`src/hdl/ldq_pkg.sv`:
```
`timescale 1ns / 1ps
`default_nettype none
// ----------------------------------------------------------------------------
// ldq_pkg: shared types and constants
// Action codes, controller states and the command/status bundles that join
// the deque controller and datapath.
// ----------------------------------------------------------------------------
package ldq_pkg;

    localparam int DEPTH_DEF = 8;
    localparam int DATA_W    = 32;
    localparam int ACT_W     = 2;
    localparam int USER_W    = 3;

    typedef enum logic [ACT_W-1:0] {
        ACT_PUSH_FRONT = 2'd0,
        ACT_PUSH_BACK  = 2'd1,
        ACT_POP_FRONT  = 2'd2,
        ACT_POP_BACK   = 2'd3
    } action_t;

    typedef enum logic [0:0] {
        ST_IDLE = 1'b0,
        ST_WAIT = 1'b1
    } state_t;

    // controller to datapath
    typedef struct packed {
        logic accept;       // take the item: move pointers, write or read a slot
        logic load_direct;  // load the result register from this cycle's decode
        logic load_ram;     // load the result register from the slot read data
    } cmd_t;

    // datapath to controller
    typedef struct packed {
        logic out_free;     // result register is empty or drains this cycle
        logic pop_read;     // offered item is a pop that reads a slot
    } stat_t;

endpackage
`default_nettype wire

```
`src/hdl/ldq_ram.sv`:
```
`timescale 1ns / 1ps
`default_nettype none
// ----------------------------------------------------------------------------
// ldq_ram: generic single-write, single-read memory
// One write port and one read port, read data registered.
// ----------------------------------------------------------------------------
module ldq_ram #(
    parameter int WIDTH = ldq_pkg::DATA_W,
    parameter int DEPTH = ldq_pkg::DEPTH_DEF
) (
    input  wire logic                     aclk,
    input  wire logic                     wr_en,
    input  wire logic [$clog2(DEPTH)-1:0] wr_addr,
    input  wire logic [WIDTH-1:0]         wr_data,
    input  wire logic [$clog2(DEPTH)-1:0] rd_addr,
    output logic      [WIDTH-1:0]         rd_data
);

    logic [WIDTH-1:0] mem_reg [DEPTH];
    logic [WIDTH-1:0] rd_data_reg;

    always_ff @(posedge aclk) begin
        if (wr_en) begin
            mem_reg[wr_addr] <= wr_data;
        end
        rd_data_reg <= mem_reg[rd_addr];
    end

    assign rd_data = rd_data_reg;

endmodule
`default_nettype wire

```
`src/hdl/ldq_ctrl.sv`:
```
`timescale 1ns / 1ps
`default_nettype none
// ----------------------------------------------------------------------------
// ldq_ctrl: deque controller
// Input handshake and sequencing of slot reads for pops.
// ----------------------------------------------------------------------------
module ldq_ctrl (
    input  wire logic           aclk,
    input  wire logic           aresetn,
    input  wire logic           s_tvalid,
    output logic                s_tready,
    input  wire ldq_pkg::stat_t stat,
    output ldq_pkg::cmd_t       cmd
);

    ldq_pkg::state_t state_reg;
    ldq_pkg::state_t state_next;

    always_ff @(posedge aclk) begin
        if (!aresetn) begin
            state_reg <= ldq_pkg::ST_IDLE;
        end else begin
            state_reg <= state_next;
        end
    end

    always_comb begin
        state_next      = state_reg;
        s_tready        = 1'b0;
        cmd.accept      = 1'b0;
        cmd.load_direct = 1'b0;
        cmd.load_ram    = 1'b0;
        unique case (state_reg)
            ldq_pkg::ST_IDLE: begin
                s_tready = stat.out_free;
                if (s_tvalid && stat.out_free) begin
                    cmd.accept = 1'b1;
                    if (stat.pop_read) begin
                        state_next = ldq_pkg::ST_WAIT;
                    end else begin
                        cmd.load_direct = 1'b1;
                    end
                end
            end
            ldq_pkg::ST_WAIT: begin
                // slot data is in the read register now
                cmd.load_ram = 1'b1;
                state_next   = ldq_pkg::ST_IDLE;
            end
            default: begin
                state_next = ldq_pkg::ST_IDLE;
            end
        endcase
    end

endmodule
`default_nettype wire

```
`src/hdl/ldq_dp.sv`:
```
`timescale 1ns / 1ps
`default_nettype none
// ----------------------------------------------------------------------------
// ldq_dp: deque datapath
// Front and back pointers, slot memory and the result register.
// ----------------------------------------------------------------------------
module ldq_dp #(
    parameter int DEPTH = ldq_pkg::DEPTH_DEF
) (
    input  wire logic                          aclk,
    input  wire logic                          aresetn,
    input  wire logic [ldq_pkg::ACT_W-1:0]     action,
    input  wire logic [ldq_pkg::DATA_W-1:0]    value,
    input  wire ldq_pkg::cmd_t                 cmd,
    output ldq_pkg::stat_t                     stat,
    output logic                               m_tvalid,
    input  wire logic                          m_tready,
    output logic [ldq_pkg::DATA_W-1:0]         m_data,
    output logic [ldq_pkg::USER_W-1:0]         m_user
);

    localparam int AW = $clog2(DEPTH);
    localparam int PW = $clog2(DEPTH + 1);
    localparam logic [PW-1:0] PTR_FULL = PW'(DEPTH);
    localparam logic [PW-1:0] PTR_ONE  = PW'(1);

    // pointers hold index plus one, so zero means index -1
    logic [PW-1:0] front_reg, front_next;
    logic [PW-1:0] back_reg, back_next;

    logic                      m_valid_reg, m_valid_next;
    logic [ldq_pkg::DATA_W-1:0] m_data_reg, m_data_next;
    logic                      status_reg, status_next;
    logic                      empty_reg, empty_next;
    logic                      full_reg, full_next;

    ldq_pkg::action_t act;
    logic             ok;
    logic             is_pop;
    logic [PW-1:0]    front_dec;
    logic [PW-1:0]    back_dec;
    logic             wr_en;
    logic [AW-1:0]    wr_addr;
    logic [AW-1:0]    rd_addr;
    logic [ldq_pkg::DATA_W-1:0] rd_data;

    assign act       = ldq_pkg::action_t'(action);
    assign front_dec = front_reg - PTR_ONE;
    assign back_dec  = back_reg - PTR_ONE;
    assign is_pop    = (act == ldq_pkg::ACT_POP_FRONT) || (act == ldq_pkg::ACT_POP_BACK);

    always_comb begin
        ok      = 1'b0;
        wr_addr = back_reg[AW-1:0];
        rd_addr = front_reg[AW-1:0];
        unique case (act)
            ldq_pkg::ACT_PUSH_FRONT: begin
                ok      = (front_reg != '0);
                wr_addr = front_dec[AW-1:0];
            end
            ldq_pkg::ACT_PUSH_BACK: begin
                ok      = (back_reg != PTR_FULL);
                wr_addr = back_reg[AW-1:0];
            end
            ldq_pkg::ACT_POP_FRONT: begin
                ok      = (front_reg != back_reg);
                rd_addr = front_reg[AW-1:0];
            end
            ldq_pkg::ACT_POP_BACK: begin
                ok      = (front_reg != back_reg);
                rd_addr = back_dec[AW-1:0];
            end
            default: begin
                ok = 1'b0;
            end
        endcase
    end

    assign wr_en = cmd.accept && ok && !is_pop;

    always_comb begin
        front_next = front_reg;
        back_next  = back_reg;
        if (cmd.accept && ok) begin
            unique case (act)
                ldq_pkg::ACT_PUSH_FRONT: front_next = front_dec;
                ldq_pkg::ACT_PUSH_BACK:  back_next  = back_reg + PTR_ONE;
                ldq_pkg::ACT_POP_FRONT:  front_next = front_reg + PTR_ONE;
                ldq_pkg::ACT_POP_BACK:   back_next  = back_dec;
                default:                 front_next = front_reg;
            endcase
        end
    end

    always_ff @(posedge aclk) begin
        if (!aresetn) begin
            front_reg <= '0;
            back_reg  <= '0;
        end else begin
            front_reg <= front_next;
            back_reg  <= back_next;
        end
    end

    ldq_ram #(
        .WIDTH (ldq_pkg::DATA_W),
        .DEPTH (DEPTH)
    ) u_ram (
        .aclk    (aclk),
        .wr_en   (wr_en),
        .wr_addr (wr_addr),
        .wr_data (value),
        .rd_addr (rd_addr),
        .rd_data (rd_data)
    );

    // result register
    always_comb begin
        m_valid_next = m_valid_reg && !m_tready;
        m_data_next  = m_data_reg;
        status_next  = status_reg;
        empty_next   = empty_reg;
        full_next    = full_reg;
        if (cmd.load_direct) begin
            m_valid_next = 1'b1;
            m_data_next  = is_pop ? '1 : '0;
            status_next  = !ok;
            empty_next   = (front_next == back_next);
            full_next    = (back_next == PTR_FULL);
        end else if (cmd.load_ram) begin
            m_valid_next = 1'b1;
            m_data_next  = rd_data;
            status_next  = 1'b0;
            empty_next   = (front_next == back_next);
            full_next    = (back_next == PTR_FULL);
        end
    end

    always_ff @(posedge aclk) begin
        if (!aresetn) begin
            m_valid_reg <= 1'b0;
        end else begin
            m_valid_reg <= m_valid_next;
        end
        m_data_reg <= m_data_next;
        status_reg <= status_next;
        empty_reg  <= empty_next;
        full_reg   <= full_next;
    end

    assign stat.out_free = !m_valid_reg || m_tready;
    assign stat.pop_read = is_pop && ok;

    assign m_tvalid = m_valid_reg;
    assign m_data   = m_data_reg;
    assign m_user   = {full_reg, empty_reg, status_reg};

endmodule
`default_nettype wire

```
`src/hdl/linear_array_deque.sv`:
```
`timescale 1ns / 1ps
`default_nettype none
// ----------------------------------------------------------------------------
// linear_array_deque: double-ended queue in a linear slot array
// Deque of DEPTH signed words in a non-wrapping array with front and back
// pointers; push or pop at either end, one result per item.
// ----------------------------------------------------------------------------
// usage
//   input channel s_*: s_tuser carries the action (push front, push back,
//   pop front, pop back), s_tdata the word to push (ignored for pops)
//   result channel m_*: m_tdata carries the popped word (0 for a push, -1
//   for a refused pop), m_tuser the flags status, empty and full
//   timing: the result of a push or a refused pop shows up the cycle after
//   acceptance, and pushes can follow each other every cycle while the
//   result channel takes them; a pop that reads a slot first does the
//   registered read of the slot memory, then loads the result, and the
//   controller takes no new item until that result is loaded
//   the result register lets a new item in while its result is being taken
//   if m_tready stays low, the result holds and s_tready drops until it
//   is taken; no item is lost or repeated
//   reset (aresetn low, synchronous) empties the queue with both pointers at
//   index -1 and drops any pending result; slot contents are not cleared
//   a refused push or pop leaves the queue unchanged and sets status
// ----------------------------------------------------------------------------
module linear_array_deque #(
    parameter int DEPTH = ldq_pkg::DEPTH_DEF
) (
    input  wire logic                          aclk,
    input  wire logic                          aresetn,
    // input channel
    input  wire logic                          s_tvalid,
    output logic                               s_tready,
    input  wire logic [ldq_pkg::DATA_W-1:0]    s_tdata,   // [31:0] value
    input  wire logic [ldq_pkg::ACT_W-1:0]     s_tuser,   // [1:0] action
    // result channel
    output logic                               m_tvalid,
    input  wire logic                          m_tready,
    output logic [ldq_pkg::DATA_W-1:0]         m_tdata,   // [31:0] data
    output logic [ldq_pkg::USER_W-1:0]         m_tuser    // [0] status, [1] empty_res,
                                                          // [2] full_res
);

    // command and status between the controller and datapath
    ldq_pkg::cmd_t  cmd;
    ldq_pkg::stat_t stat;

    // controller: input handshake, waits out the slot read of a pop
    ldq_ctrl u_ctrl (
        .aclk     (aclk),
        .aresetn  (aresetn),
        .s_tvalid (s_tvalid),
        .s_tready (s_tready),
        .stat     (stat),
        .cmd      (cmd)
    );

    // datapath: pointers, slot memory and result register
    ldq_dp #(
        .DEPTH (DEPTH)
    ) u_dp (
        .aclk     (aclk),
        .aresetn  (aresetn),
        .action   (s_tuser),
        .value    (s_tdata),
        .cmd      (cmd),
        .stat     (stat),
        .m_tvalid (m_tvalid),
        .m_tready (m_tready),
        .m_data   (m_tdata),
        .m_user   (m_tuser)
    );

endmodule
`default_nettype wire
```
`config.mk`:
```
export PLATFORM = sky130hd
export DESIGN_NAME = linear_array_deque
export DESIGN_NICKNAME = d
export VERILOG_FILES = /design/src/hdl/ldq_pkg.sv /design/src/hdl/ldq_ram.sv /design/src/hdl/ldq_ctrl.sv /design/src/hdl/ldq_dp.sv /design/src/hdl/linear_array_deque.sv
export SDC_FILE = /design/constraint.sdc
export NUM_CORES = 1
export LEC_CHECK = 0
export CAP_MARGIN = 20
export CORE_MARGIN = 1.5
export CORE_UTILIZATION = 50
export CTS_CLUSTER_DIAMETER = 150
export DETAILED_ROUTE_END_ITERATION = 16
export DONT_BUFFER_PORTS = 1
export GPL_ROUTABILITY_DRIVEN = 0
export PLACE_DENSITY = 0.71
export SKIP_LAST_GASP = 1
export SLEW_MARGIN = 10
export SYNTH_ARGS = -nofsm -noshare
export SYNTH_HDL_FRONTEND = slang
export SYNTH_SLANG_ARGS = --single-unit
export TNS_END_PERCENT = 1
```
`constraint.sdc`:
```
create_clock -name aclk -period 6.85 [get_ports aclk]
set_input_delay 0.685 -clock aclk [delete_from_list [all_inputs] [get_ports aclk]]
set_output_delay 0.685 -clock aclk [all_outputs]
set_load 0.03 [all_outputs]
```
# == Yosys cells after proc, flatten, opt, wreduce, memory -nomap -nowiden ==
# Memories as Yosys holds them, arrays and structs flattened. A register that Yosys moved wholly into a read port is not among the register bits.
# Index checks and enable logic that the tools add are counted.
# word_totals
ff_bits,45
ram_bits,256
in_bits,38
word_cells,64
n_memories,1
# mem_list
memory,depth,width,read_ports,rd_clocked_by_memory_dff,wr,line,text
u_dp.u_ram.mem_reg,8,32,1,1,1,ldq_ram.sv:19,logic [WIDTH-1:0] mem_reg [DEPTH];
# op_classes
n_addsub,4
eq_ne,7
n_mux,28
bitwise_logic,1
reduce_logical,15
# ops
operator,n
$mux W32,3
$pmux W4 S2,2
$mux W1,15
$add A4 B1 Y4 const B,2
$mux W4,2
$sub A4 B1 Y4 const B,2
$mux W3,2
$logic_and A1 B1 Y1,5
$eq A2 B2 Y1 const B,2
$eq A4 B4 Y1,1
$eq A4 B4 Y1 const B,1
$logic_not A1 Y1,4
$mux W2,2
$ne A4 B4 Y1,1
$ne A4 B4 Y1 const B,1
$reduce_bool A4 Y1,1
$pmux W1 S3,1
$eq A2 B1 Y1 const B,1
$logic_not A2 Y1,1
$logic_or A1 B1 Y1,2
$pmux W1 S2,1
$reduce_bool A2 Y1,1
$reduce_or A2 Y1,1
$not A1 Y1,1

# == Logic depth before layout (Yosys ltp) ==
# Gate-level depths: netlist (run 1).
# logic_depth
depth_word,12
ltp_mapped,8

# == Cells and area by module ==
# A second synthesis (run 1) with hierarchy kept.
# unflattened
hier_cells,655
area_unflattened_um2,12876.1
# modules_own_cells
mod,n_inst,cells_each,area_per_inst_um2,seq_area_each_um2
ldq_ram,1,415,10466.3,8328.0
ldq_dp,1,234,2352.3,1231.2
ldq_ctrl,1,6,57.6,20.0

# == Least setup slack after synthesis (run 1) ==
# No wires, ideal clock.
# synth_timing
kind,input to register
start,input port s_tuser[0] in the netlist's numbering
end,memory u_dp.u_ram.mem_reg[1][0] in the netlist's numbering (enable)
setup_time_ns,0.421
arrival_time_ns,3.408
t_required_ns,6.429
slack_ns,3.020
path_stages,7
n_path_buf,1
path_cell_list,buf_6 -> and4bb_1 -> a31o_4 -> a31oi_2 -> nand2_1 -> or3_1 -> nor2_1
# synth_via
elab_chain_len,7
# synth_lines
item,line,text
start: declaration,linear_array_deque.sv:34,"input wire logic [ldq_pkg::ACT_W-1:0] s_tuser,"
$eq A2 B2 Y1,"ldq_dp.sv:50, ldq_dp.sv:56",
$reduce_or A2 Y1 (no line),--,
$pmux W1 S3,ldq_dp.sv:56,unique case (act)
$logic_and A1 B1 Y1 (2 in a row),ldq_dp.sv:79,assign wr_en = cmd.accept && ok && !is_pop;
$mux W1,ldq_ram.sv:23,if (wr_en) begin
$mux W1 (not written as such),ldq_ram.sv:24,mem_reg[wr_addr] <= wr_data;
end: declaration,ldq_ram.sv:19,
# Several ways; a longest one is shown, not always the timed one.

# == Worst setup path in the final report (run 1) ==
# layout_timing
start,register u_dp.back_reg[0]
end,"register u_dp.u_ram.rd_data_reg[30] (netlist: u_dp.u_ram.rd_data[30]), read port of u_dp.u_ram.mem_reg"
# layout_via
elab_chain_len,2
# layout_lines
item,line,text
start: declaration,ldq_dp.sv:29,"logic [PW-1:0] back_reg, back_next;"
start signal: assignment,ldq_dp.sv:101,back_reg <= back_next;
$sub A4 B1 Y4,ldq_dp.sv:49,assign back_dec = back_reg - PTR_ONE;
$mux W3,ldq_dp.sv:56,
end: declaration,ldq_ram.sv:20,logic [WIDTH-1:0] rd_data_reg;
# Every way passes these cells.
# A chain may end at the register's enable or synchronous reset.

==> results of run 1 <==
[power by group through the flow]
stage / clock, mW / combinational [mW] / sequential [mW]
3_3_place_gp: 0 / 0.357 / 2.47
5_1_grt: 1.87 / 0.404 / 2.44
4_1_cts: 1.79 / 0.369 / 2.43
3_5_place_dp: 0 / 0.364 / 2.47
6_report: 1.74 / 0.372 / 2.43
2_1_floorplan: 0 / 0.307 / 2.45
[stage by stage]
stage	setup slack, ps	hold slack, ps	area (sq um)	power [mW]
detailed placement	3327	487.8	13000	2.837
global placement	3377	483.4	13000	2.827
CTS	3377	253.3	14060	4.585
finish	3379	273.7	14290	4.541
global route	3208	250.1	14290	4.707
floorplan	3020	479.1	12630	2.757
[metal layers]
metal	routed length (um)	global-route usage (%)	part of all wire (%)
met1	8715	21.32	40
met2	11140	29.59	51
met3	1552	5.158	7.1
met4	438	5.296	2.0
met5	0	0	0
[cell families after synthesis]
logic type / Yosys count / synth area share (%)
compound gates: 55 / 3.476
xor+xnor: 14 / 1.149
fa+ha+maj: 4 / 0.3961
buf+inv: 36 / 1.624
flops: 333 / 75.82
mux: 101 / 14.66
simple gates: 70 / 2.882
[placed cells by master, fill, tap and decap left out, drive strengths merged, types with 11 or more instances in the layout]
cell type and n:
clkbuf 44, nand2 18, clkinv 11, a21o 37, xnor2 11, buf 14, edfxtp 291, mux2 32
mux4 64, dfxtp 42, nor2 19
[cell type report]
class                      count  area (sq um)  area share [%]
tap                          324         405.4           2.838
clock inverter                15         123.9          0.8671
timing repair buffer          14         262.8           1.839
clock buffer                  44         939.7           6.578
sequential                   333          9579           67.06
multi-input combinational    244          2959           20.71
inverter                       4         15.01          0.1051
[how the worst max path moves through the flow]
stage	cells after the start	endpoint	slack, ps
global placement	6	u_dp.u_ram.mem_reg[7][17]	3380
detailed placement	6	u_dp.u_ram.mem_reg[7][14]	3330
global route	6	u_dp.u_ram.rd_data[30]	3210
finish	6	u_dp.u_ram.rd_data[30]	3380
CTS	6	u_dp.u_ram.rd_data[30]	3380
floorplan	7	u_dp.u_ram.mem_reg[1][0]	3020
==> summary.md, run 1 <==
| Metric | Value |
|---|---|
| Fillers | 1756 |
| CTS Sinks | 333 |
| Post-DP HPWL | 12180 um |
| Count leader, synth | edfxtp_1 |
| Syn_area_per_cell | between 20 and 25 sq um |
| Synth top area share | 69.16% |
| Crit end category | flop |
| Post-Route WL | 21840 um |
| Area Growth Syn to Fin | 13.06% |
| Reg2Reg Setup Slack | ~3400 ps |
| Area leader, netlist | edfxtp_1 |
| Beginning of the critical path | u_dp.back_reg[0] |
| Finished Layout Cells | 978 |
| Post-Route Utilization | 58.23% |
| Flop pwr share | 53.5% |
| Largest delay share family, worst path | compound AO/OA/AOI/OAI gates |
| Slew @ Worst Pin | around 1100 ps |
| Buffer and inverter count on the worst path | 2 |
| Max clock buf depth | 3 |
| Max incr delay on CP | 870 ps |
| EDFF count, synth | about 290 |
| Max_slew headroom | about 27% |
| CP Max Fanout | 34 |
| Vias | 5524 |
| Worst flop-to-flop path endpoint | u_dp.u_ram.rd_data[30] |
| P_int | 3.553 mW |
| CTS Buf Count | 34 |
| Yosys warns | 0 |
| Largest register FFs | about 260 |
| Worst hold start | s_tdata[16] |
| Worst Path Arrival | 3850 ps |
| Port bufs | 0 |
| Sw Share | between 20% and 30% |
| ANT nets after route | 0 |
| Final Hold Fails | 0 |
| Setup Buffers After CTS | 0 |
| Post-cts gate resize count | 0 |
| Startpoint types | flop |
| Worst Reg-to-Reg Cells | 6 |
| Setup violators final | 0 |
| Clock power share | 38.3% |
| Peak Freq | 288.1 MHz |
| Share of post-route cells with drive strength above 1 | 27.52% |
| RSZ-0062 raised after global routing | no |
| CP max-delay cell | o21ai_4 |
| Mapped cell area | 12630 sq um |
| Clock Latency Late Sink | ~500 ps |
| Minimum clock period after layout | 3471 ps |
| H-tree Lvls | 2 |
| Vias in the first global route | between 5000 and 6000 |
| Slew Viols, Final | 0 |
| First-pass GRT wire length | 34000 um |
| Initial antenna violation count | 0 |
| TNS Setup | 0 ps |
| Max-Cap Viols | 0 |
| Initial core utilization | around half |
| Vias per Instance | 5.648 |
| Outcome | complete, no violations |
| R2R Path Start | u_dp.back_reg[0] |
| Pwr per Cell Area | 317.9 nW/um^2 |
| Hold endpoint | u_dp.u_ram.mem_reg[6][16] |
| Required time of the critical path | 7230 ps |
| Hold buffers post-CTS | 0 |
| # rows | 57 |
| Top cells by area, synth | edfxtp_1 69%, mux4_2 11%, dfxtp_1 6.7% |
| Largest net degree at the start of global routing | 36 |
| Hold path cells | 0 |
| Leakage power | ~4.8 nW |
| Largest vdd supply drop | 0.1754 mV |
| Remaining DRCs | 0 |
| Die X | 162.0 um |
| Setup Crit Path Kind | reg -> reg |
| Yosys cell types | between 40 and 50 |
| NumNets Final | 673 |
| Core box area | around 25000 sq um |
| Clock Skews | 16.55 ps |
| DP Cell Count | between 900 and 1000 |
| Comb pwr share | 8.2% |
| Ports | 75 |
| Syn_nets | 655 |
| Critical path, cell by cell | inv_1, ha_1, o21ai_4, buf_4, mux4_2, mux2_2 |
| Gr ovfl total | 0 |
| Ys async rst share | 0% |
| Detailed router's first-iteration violation count | 607 |
| Die area | ~26000 sq um |
| Syn Inst Count | 613 |
| Synth cell count leaders | 291 x edfxtp_1, 64 x mux4_2, 42 x dfxtp_1, 37 x a21o_1, 32 x mux2_2 |
| Die Y-Extent | 162.0 um |
| CTS root buffer | clkbuf_16 |
| Psw | 987.3 uW |
| WL per Instance | 22.33 um |
| CTS tree | done |
| Period utilization | 50.67% |
| Synth Flop Type | edfxtp_1 |
| Ant. Diodes | 0 |
| Sequential element share of the synthesized area | roughly 76% |
| DR pass1 iterations | 6 |
| GRT Overall Usage | ~17% |
| Hold Path Class | in -> reg |
| CTS clk-pin slew, worst paths | 60 ps |
| Synthesis-stage register bit count | 333 |
(Power assumes the default switching activity.)
==> run 2, diff against run 1 <==
==> constraint.sdc (replaced) <==
create_clock -name aclk -period 3.2 [get_ports aclk]
set_input_delay 0.32 -clock aclk [delete_from_list [all_inputs] [get_ports aclk]]
set_output_delay 0.32 -clock aclk [all_outputs]
set_load 0.03 [all_outputs]
==> run 2 against run 1 <==
Effect of this change:
- final area is 2.8% higher
- maximum frequency rose by 29%
- largest power group unchanged
- largest cell class unchanged
- sequential share of layout area decreased by 1.8 points
- clock skew rose by 4.7 ps
- register-to-register slack lost 2900 ps
- non-clock buffer count increased by 46
- highest routed layer is now met5
- combinational power is 140% higher
- global-route usage rose by 0.93 points
- routed wire length up 5.1%
- sequential cell count unchanged
- sequential power rose by 110%
==> summary.md, run 2 (synthesis results as in run 1) <==
| Metric | Value |
|---|---|
| Outcome | complete, no violations |
| Die X | 162.0 um (unchanged) |
| Clock Skews | 21.25 ps (+4.698 ps) |
| Comb pwr share | 8.7% (+0.5 points) |
| Minimum clock period after layout | 2686 ps (-785.4 ps) |
| Startpoint types | flop |
| Worst Path Arrival | 2850 ps (-1000 ps) |
| Beginning of the critical path | u_dp.back_reg[2] |
| Worst slack, placed | 567.2 ps (-2760 ps) |
| Buffer and inverter count on the worst path | 1 (-1) |
| Largest register FFs | 256 (unchanged) |
| CTS Sinks | 333 (unchanged) |
| Initial core utilization | 51.50% (unchanged) |
| Pwr per Cell Area | 687.1 nW/um^2 (+120%) |
| Initial antenna violation count | 2 (+2) |
| Max incr delay on CP | 510 ps (-360 ps) |
| CP max-delay cell | dfxtp_1 |
| ANT nets after route | 0 (unchanged) |
| CP Max Fanout | 18 (-47%) |
| Setup Crit Path Kind | reg -> reg |
| Largest net degree at the start of global routing | 41 (+14%) |
| Period utilization | 83.93% (+33 points) |
| CTS tree | done |
| Largest vdd supply drop | 0.5000 mV (+190%) |
| Die Y-Extent | 162.0 um (unchanged) |
| Vias | 5835 (+5.6%) |
| Largest delay share family, worst path | simple AND/OR/NAND/NOR gates |
| CTS clk-pin slew, worst paths | 60 ps (about the same) |
| Flop pwr share | 51.5% (-2.0 points) |
| Max_slew headroom | 59.57% (+33 points) |
| Peak Freq | 372.3 MHz (+29%) |
| First-pass GRT wire length | 35780 um (+5.2%) |
| NumNets Final | 720 (+7.0%) |
| Placed instance area | 13190 sq um (+1.5%) |
| Leakage power | 5.004 nW (+4.6%) |
| Post-DP HPWL | 13400 um (+10%) |
| Ports | 75 (unchanged) |
| CTS root buffer | clkbuf_16 |
| Setup violators final | 0 (unchanged) |
| Setup Buffers After CTS | 0 (unchanged) |
| P_int | 7.843 mW (+120%) |
| Hold Path Class | in -> reg |
| Critical path, cell by cell | and4bb_1, a31o_4, a31oi_2, nand2_1, or3_1, nor2_4, buf_4 |
| Max clock buf depth | 3 (unchanged) |
| Ant. Diodes | 0 (unchanged) |
| Clock Latency Late Sink | 510 ps (about the same) |
| Required time of the critical path | 3370 ps (-3860 ps) |
| Most frequent cells in the layout | 291 x edfxtp_1, 64 x mux4_2, 42 x dfxtp_1, 37 x a21o_1, 36 x clkbuf_16 |
| Post-Route WL | 22960 um (+5.1%) |
| Fin worst setup slack | 514.2 ps (-2865 ps) |
| DR pass1 iterations | 4 (-2) |
| Clock power share | 39.7% (+1.4 points) |
| R2R Path Start | u_dp.back_reg[2] |
| Worst flop-to-flop path endpoint | u_dp.u_ram.mem_reg[7][18] |
| Remaining DRCs | 0 (unchanged) |
| Reg2Reg Setup Slack | 510 ps (-2860 ps) |
| Post-route cell area | 14690 sq um (+2.8%) |
| Slew Viols, Final | 0 (unchanged) |
| Worst Reg-to-Reg Cells | 7 (+1) |
| Max-Cap Viols | 0 (unchanged) |
| Vias per Instance | 5.671 (+0.39%) |
| Final Hold Fails | 0 (unchanged) |
| GRT Overall Usage | 18.22% (+0.93 points) |
| Critical path depth | 7 (+1) |
| Vias in the first global route | 6187 (+4.8%) |
| Crit end category | flop |
| Most common cell after layout, fill and taps aside | edfxtp_1 |
| Area Growth Syn to Fin | 16.26% |
| RSZ-0062 raised after global routing | no |
| Share of post-route cells with drive strength above 1 | 27.94% (+0.42 points) |
| Port bufs | 0 (unchanged) |
| Sw Share | 22.29% (+0.55 points) |
| Core box area | 24530 sq um (unchanged) |
| # rows | 57 (unchanged) |
| Psw | 2.250 mW (+130%) |
| WL per Instance | 22.31 um (-0.11%) |
| Die area | 26230 sq um (unchanged) |
| Gr ovfl total | 0 (unchanged) |
| Crit path to | u_dp.u_ram.mem_reg[7][18] |
| CTS Buf Count | 35 (+2.9%) |
| Slew @ Worst Pin | 604.3 ps (-488.7 ps) |
| Detailed router's first-iteration violation count | 440 (-28%) |
| H-tree Lvls | 2 (unchanged) |
run 2: per-stage QoR:
step	power (mW)	setup TNS [ps]	utilization, %	cells	hold slack [ps]
finish	10.09	0	59.87	1029	56.24
global route	10.43	0	59.87	1029	59.65
CTS	10.18	0	59.87	1029	50.20
detailed placement	6.115	0	53.77	931	419.2
global placement	6.096	0	53.77	931	419.2
floorplan	5.901	-33860	-	613	418.9
run 2: worst reg2reg max path, cell delays in order (launching register included):
cell and delay [ps]:
dfxtp_1 510, and4bb_1 240, a31o_4 230, a31oi_2 240, nand2_1 120, or3_1 510
nor2_4 180, buf_4 310
run 2: per-layer routing:
layer | up-vias | wire, um | track usage [%]
met1 | 3047 | 9558 | 24.15
met2 | 152 | 11570 | 30.92
met5 | - | 20 | 0
met4 | 4 | 493 | 5.296
li1 | 2586 | - | -
met3 | 46 | 1312 | 3.575
run 2: how the worst min path moves through the flow:
stage | from | to | slack [ps] | cells past startpoint
after floorplan | s_tdata[0] | u_dp.u_ram.mem_reg[0][0] | 420 | 0
after global placement | s_tdata[22] | u_dp.u_ram.mem_reg[6][22] | 420 | 0
after detailed placement | s_tdata[3] | u_dp.u_ram.mem_reg[6][3] | 420 | 0
after CTS | s_tvalid | u_dp.m_tvalid | 50 | 2
after global routing | s_tvalid | u_dp.m_tvalid | 60 | 2
final | s_tvalid | u_dp.m_tvalid | 60 | 2
run 2: timing repair:
| action | CTS | global route |
|---|---|---|
| hold buffers | 34 | 0 |
| hold endpoints to repair | 266 | 0 |
| endpoints found under the setup margin | 0 | 0 |
| gates resized for setup | 0 | 0 |
run 2: power groups by stage:
| stage | clock (mW) | sequential (mW) | combinational (mW) |
|---|---|---|---|
| after floorplan | 0 | 5.24 | 0.658 |
| after global placement | 0 | 5.29 | 0.806 |
| after detailed placement | 0 | 5.30 | 0.818 |
| after CTS | 4.08 | 5.21 | 0.895 |
| after global routing | 4.25 | 5.22 | 0.957 |
| final | 4.01 | 5.20 | 0.880 |
run 2: final cells by class:
class,instances,area [sq um]
Clock buffer,47,952.2
Clock inverter,17,205.2
Fill cell,1741,9844
Inverter,4,15.01
Multi-Input combinational cell,244,2959
Sequential cell,333,9579
Tap cell,324,405.4
Timing Repair Buffer,60,573.1
==> run 3, diff against run 2 <==
==> constraint.sdc (replaced) <==
create_clock -name aclk -period 2.8 [get_ports aclk]
set_input_delay 0.28 -clock aclk [delete_from_list [all_inputs] [get_ports aclk]]
set_output_delay 0.28 -clock aclk [all_outputs]
set_load 0.03 [all_outputs]
==> run 3 against run 2 <==
Effect of this change:
- die area unchanged
- final area increased by 1.0%
- non-clock buffer count increased by 5
- clock power increased by 16%
- register-to-register slack got worse by 360 ps
- sequential power increased by 14%
- worst setup slack got worse by 360 ps
- largest cell class unchanged
==> summary.md, run 3 (synthesis results as in run 1) <==
| Metric | Value |
|---|---|
| Worst slack, placed | 204.2 ps (-363.0 ps) |
| DP Cell Count | 936 (+0.54%) |
| CTS Buf Count | 34 (-2.9%) |
| Fillers | 1708 (-1.9%) |
| WL per Instance | 22.70 um (+1.8%) |
| Wire length on met1 | 9412 um (-1.5%) |
| Post-cts gate resize count | 0 (unchanged) |
| Share of post-route cells with drive strength above 1 | 28.53% (+0.59 points) |
| Setup Crit Path Kind | reg -> reg |
| Leakage power | 5.061 nW (+1.1%) |
| Reg2Reg Setup Slack | 160 ps (-360 ps) |
| Die Y-Extent | 162.0 um (unchanged) |
| Metal3 WL | 1139 um (-13%) |
| Crit end category | flop |
| Largest delay share family, worst path | simple AND/OR/NAND/NOR gates |
| Final Hold Fails | 0 (unchanged) |
| Hold Path Class | in -> reg |
| RSZ-0062 raised after global routing | no |
| Hold endpoint | u_dp.m_tvalid |
| Die area | 26230 sq um (unchanged) |
| Largest vdd supply drop | 0.4213 mV (-16%) |
| Max incr delay on CP | 520 ps (about the same) |
| Detailed router's first-iteration violation count | 461 (+4.8%) |
| Startpoint types | flop |
| Post-Route WL | 23450 um (+2.2%) |
| CP Max Fanout | 9 (-9) |
| Buffer and inverter count on the worst path | 2 (+1) |
| Worst hold start | s_tvalid |
| TNS Setup | 0 ps (unchanged) |
| CTS tree | done |
| Finished Layout Cells | 1033 (+0.39%) |
| Psw | 2.585 mW (+15%) |
| Critical path, cell by cell | inv_1, ha_1, nor4b_1, nand2b_1, nand2_1, or3_1, nor2_4, buf_4 |
| Slew Viols, Final | 0 (unchanged) |
| Met2 routed WL | 12430 um (+7.4%) |
| Sw Share | 22.27% (about the same) |
| Port bufs | 0 (unchanged) |
| Worst Reg-to-Reg Cells | 8 (+1) |
| Required time of the critical path | 3010 ps (-360 ps) |
| Peak Freq | 378.5 MHz (+1.7%) |
| Clock Latency Late Sink | 520 ps (about the same) |
| Clock Skews | 12.67 ps (-8.579 ps) |
| Vias | 5878 (+0.74%) |
| Area Growth Syn to Fin | 17.42% |
| Worst Path Arrival | 2850 ps (about the same) |
| Comb pwr share | 8.8% (about the same) |
| CTS Sinks | 333 (unchanged) |
| Setup violators final | 0 (unchanged) |
| Pwr per Cell Area | 782.2 nW/um^2 (+14%) |
| CTS root buffer | clkbuf_16 |
| Vias in the first global route | 6350 (+2.6%) |
| Minimum clock period after layout | 2642 ps (-43.65 ps) |
| Most frequent cells in the layout | 291 x edfxtp_1, 64 x mux4_2, 42 x dfxtp_1, 37 x a21o_1, 35 x clkbuf_16 |
| Flop pwr share | 51.2% (-0.3 points) |
| Core box area | 24530 sq um (unchanged) |
| P_int | 9.020 mW (+15%) |
| Outcome | complete, no violations |
| Largest net degree at the start of global routing | 36 (-12%) |
| Hold buffers post-CTS | 34 (unchanged) |
| Die X | 162.0 um (unchanged) |
| Setup Buffers After CTS | 0 (unchanged) |
| Final Power | 11.60 mW (+15%) |
| Slew @ Worst Pin | 602.1 ps (-2.196 ps) |
| DR pass1 iterations | 7 (+3) |
| Vias per Instance | 5.690 (+0.35%) |
| Max clock buf depth | 3 (unchanged) |
| Largest register FFs | 256 (unchanged) |
| # rows | 57 (unchanged) |
| CTS clk-pin slew, worst paths | 60 ps (about the same) |
| R2R Path Start | u_dp.front_reg[0] |
| Period utilization | 94.36% (+10 points) |
| ANT nets after route | 0 (unchanged) |
| Ports | 75 (unchanged) |
| Post-DP HPWL | 14010 um (+4.6%) |
| H-tree Lvls | 2 (unchanged) |
| First-pass GRT wire length | 37000 um (+3.4%) |
| Most common cell after layout, fill and taps aside | edfxtp_1 |
| Max_slew headroom | 59.71% (+0.15 points) |
| Gr ovfl total | 0 (unchanged) |
| Fin worst setup slack | 157.9 ps (-356.3 ps) |
| CP max-delay cell | dfxtp_1 |
| Initial core utilization | 51.50% (unchanged) |
| Max-Cap Viols | 0 (unchanged) |
| NumNets Final | 724 (+0.56%) |
| Initial antenna violation count | 1 (-1) |
| Hold path cells | 2 (unchanged) |
| Worst flop-to-flop path endpoint | u_dp.u_ram.mem_reg[3][4] |
| Hold slack | 18.99 ps (-37.26 ps) |
| Remaining DRCs | 0 (unchanged) |
| Clock power share | 39.9% (+0.2 points) |
| GRT Overall Usage | 18.87% (+0.65 points) |
| Top sig layer | met4 |
==> run 3: cell types whose count changed in the layout (fill, tap and decap cells not counted) <==
cell	before	now
inv_16	0	1
diode_2	0	1
clkbuf_16	36	35
buf_12	3	11
clkinv_8	1	0
buf_4	23	20
clkinv_4	2	0
clkbuf_8	1	2
bufinv_16	4	5
clkbuf_1	10	4
clkinv_1	2	6
inv_6	1	2
==> run 3: power groups by stage <==
stage	clock network (mW)	registers [mW]	logic (mW)
after global routing	4.90	5.96	1.11
after global placement	0	6.04	0.932
final	4.64	5.94	1.03
after CTS	4.71	5.95	1.04
after detailed placement	0	6.05	0.952
after floorplan	0	5.99	0.753
==> run 3: area by class of cell <==
cell class,count,area [sq um],area share [%]
diodes,1,2.502,0.01687
clock buffers,41,918.4,6.190
clock inverters,21,245.2,1.653
inverters,4,15.01,0.1012
multi-input cells,244,2959,19.95
flip-flops and latches,333,9579,64.57
well taps,324,405.4,2.733
repair buffers,65,710.7,4.790
==> run 3: routing by layer <==
metal	global-route usage, %	vias to the layer above
met5	0	-
met4	6.172	0
met3	3.754	41
met2	32.95	165
met1	23.80	3071
li1	-	2601
==> run 3: worst reg2reg max path: cells and delay by family (launching register included) <==
family	cells	cell delay (ps)
buf+inv	2	360
fa+ha+maj	1	260
flops	1	520
simple gates	5	1190
==> run 3: worst max-delay path by stage <==
stage	startpoint	endpoint	slack [ps]	depth (start not counted)
6_report	u_dp.front_reg[0]	u_dp.u_ram.mem_reg[3][4]	160	8
5_1_grt	u_dp.front_reg[0]	u_dp.u_ram.mem_reg[1][11]	1	8
2_1_floorplan	u_dp.front_reg[2]	u_dp.u_ram.mem_reg[4][0]	-380	6
4_1_cts	u_dp.front_reg[0]	u_dp.u_ram.mem_reg[3][7]	180	8
3_3_place_gp	u_dp.front_reg[0]	u_dp.u_ram.mem_reg[1][15]	330	8
3_5_place_dp	u_dp.front_reg[0]	u_dp.u_ram.mem_reg[3][10]	200	8
==> run 3: stage by stage <==
| stage | instance area (sq um) | utilization, % |
|---|---|---|
| after floorplan | 12640 | - |
| after global placement | 13330 | 54.33 |
| after detailed placement | 13330 | 54.33 |
| after CTS | 14830 | 60.46 |
| after global routing | 14840 | 60.47 |
| final | 14840 | 60.47 |
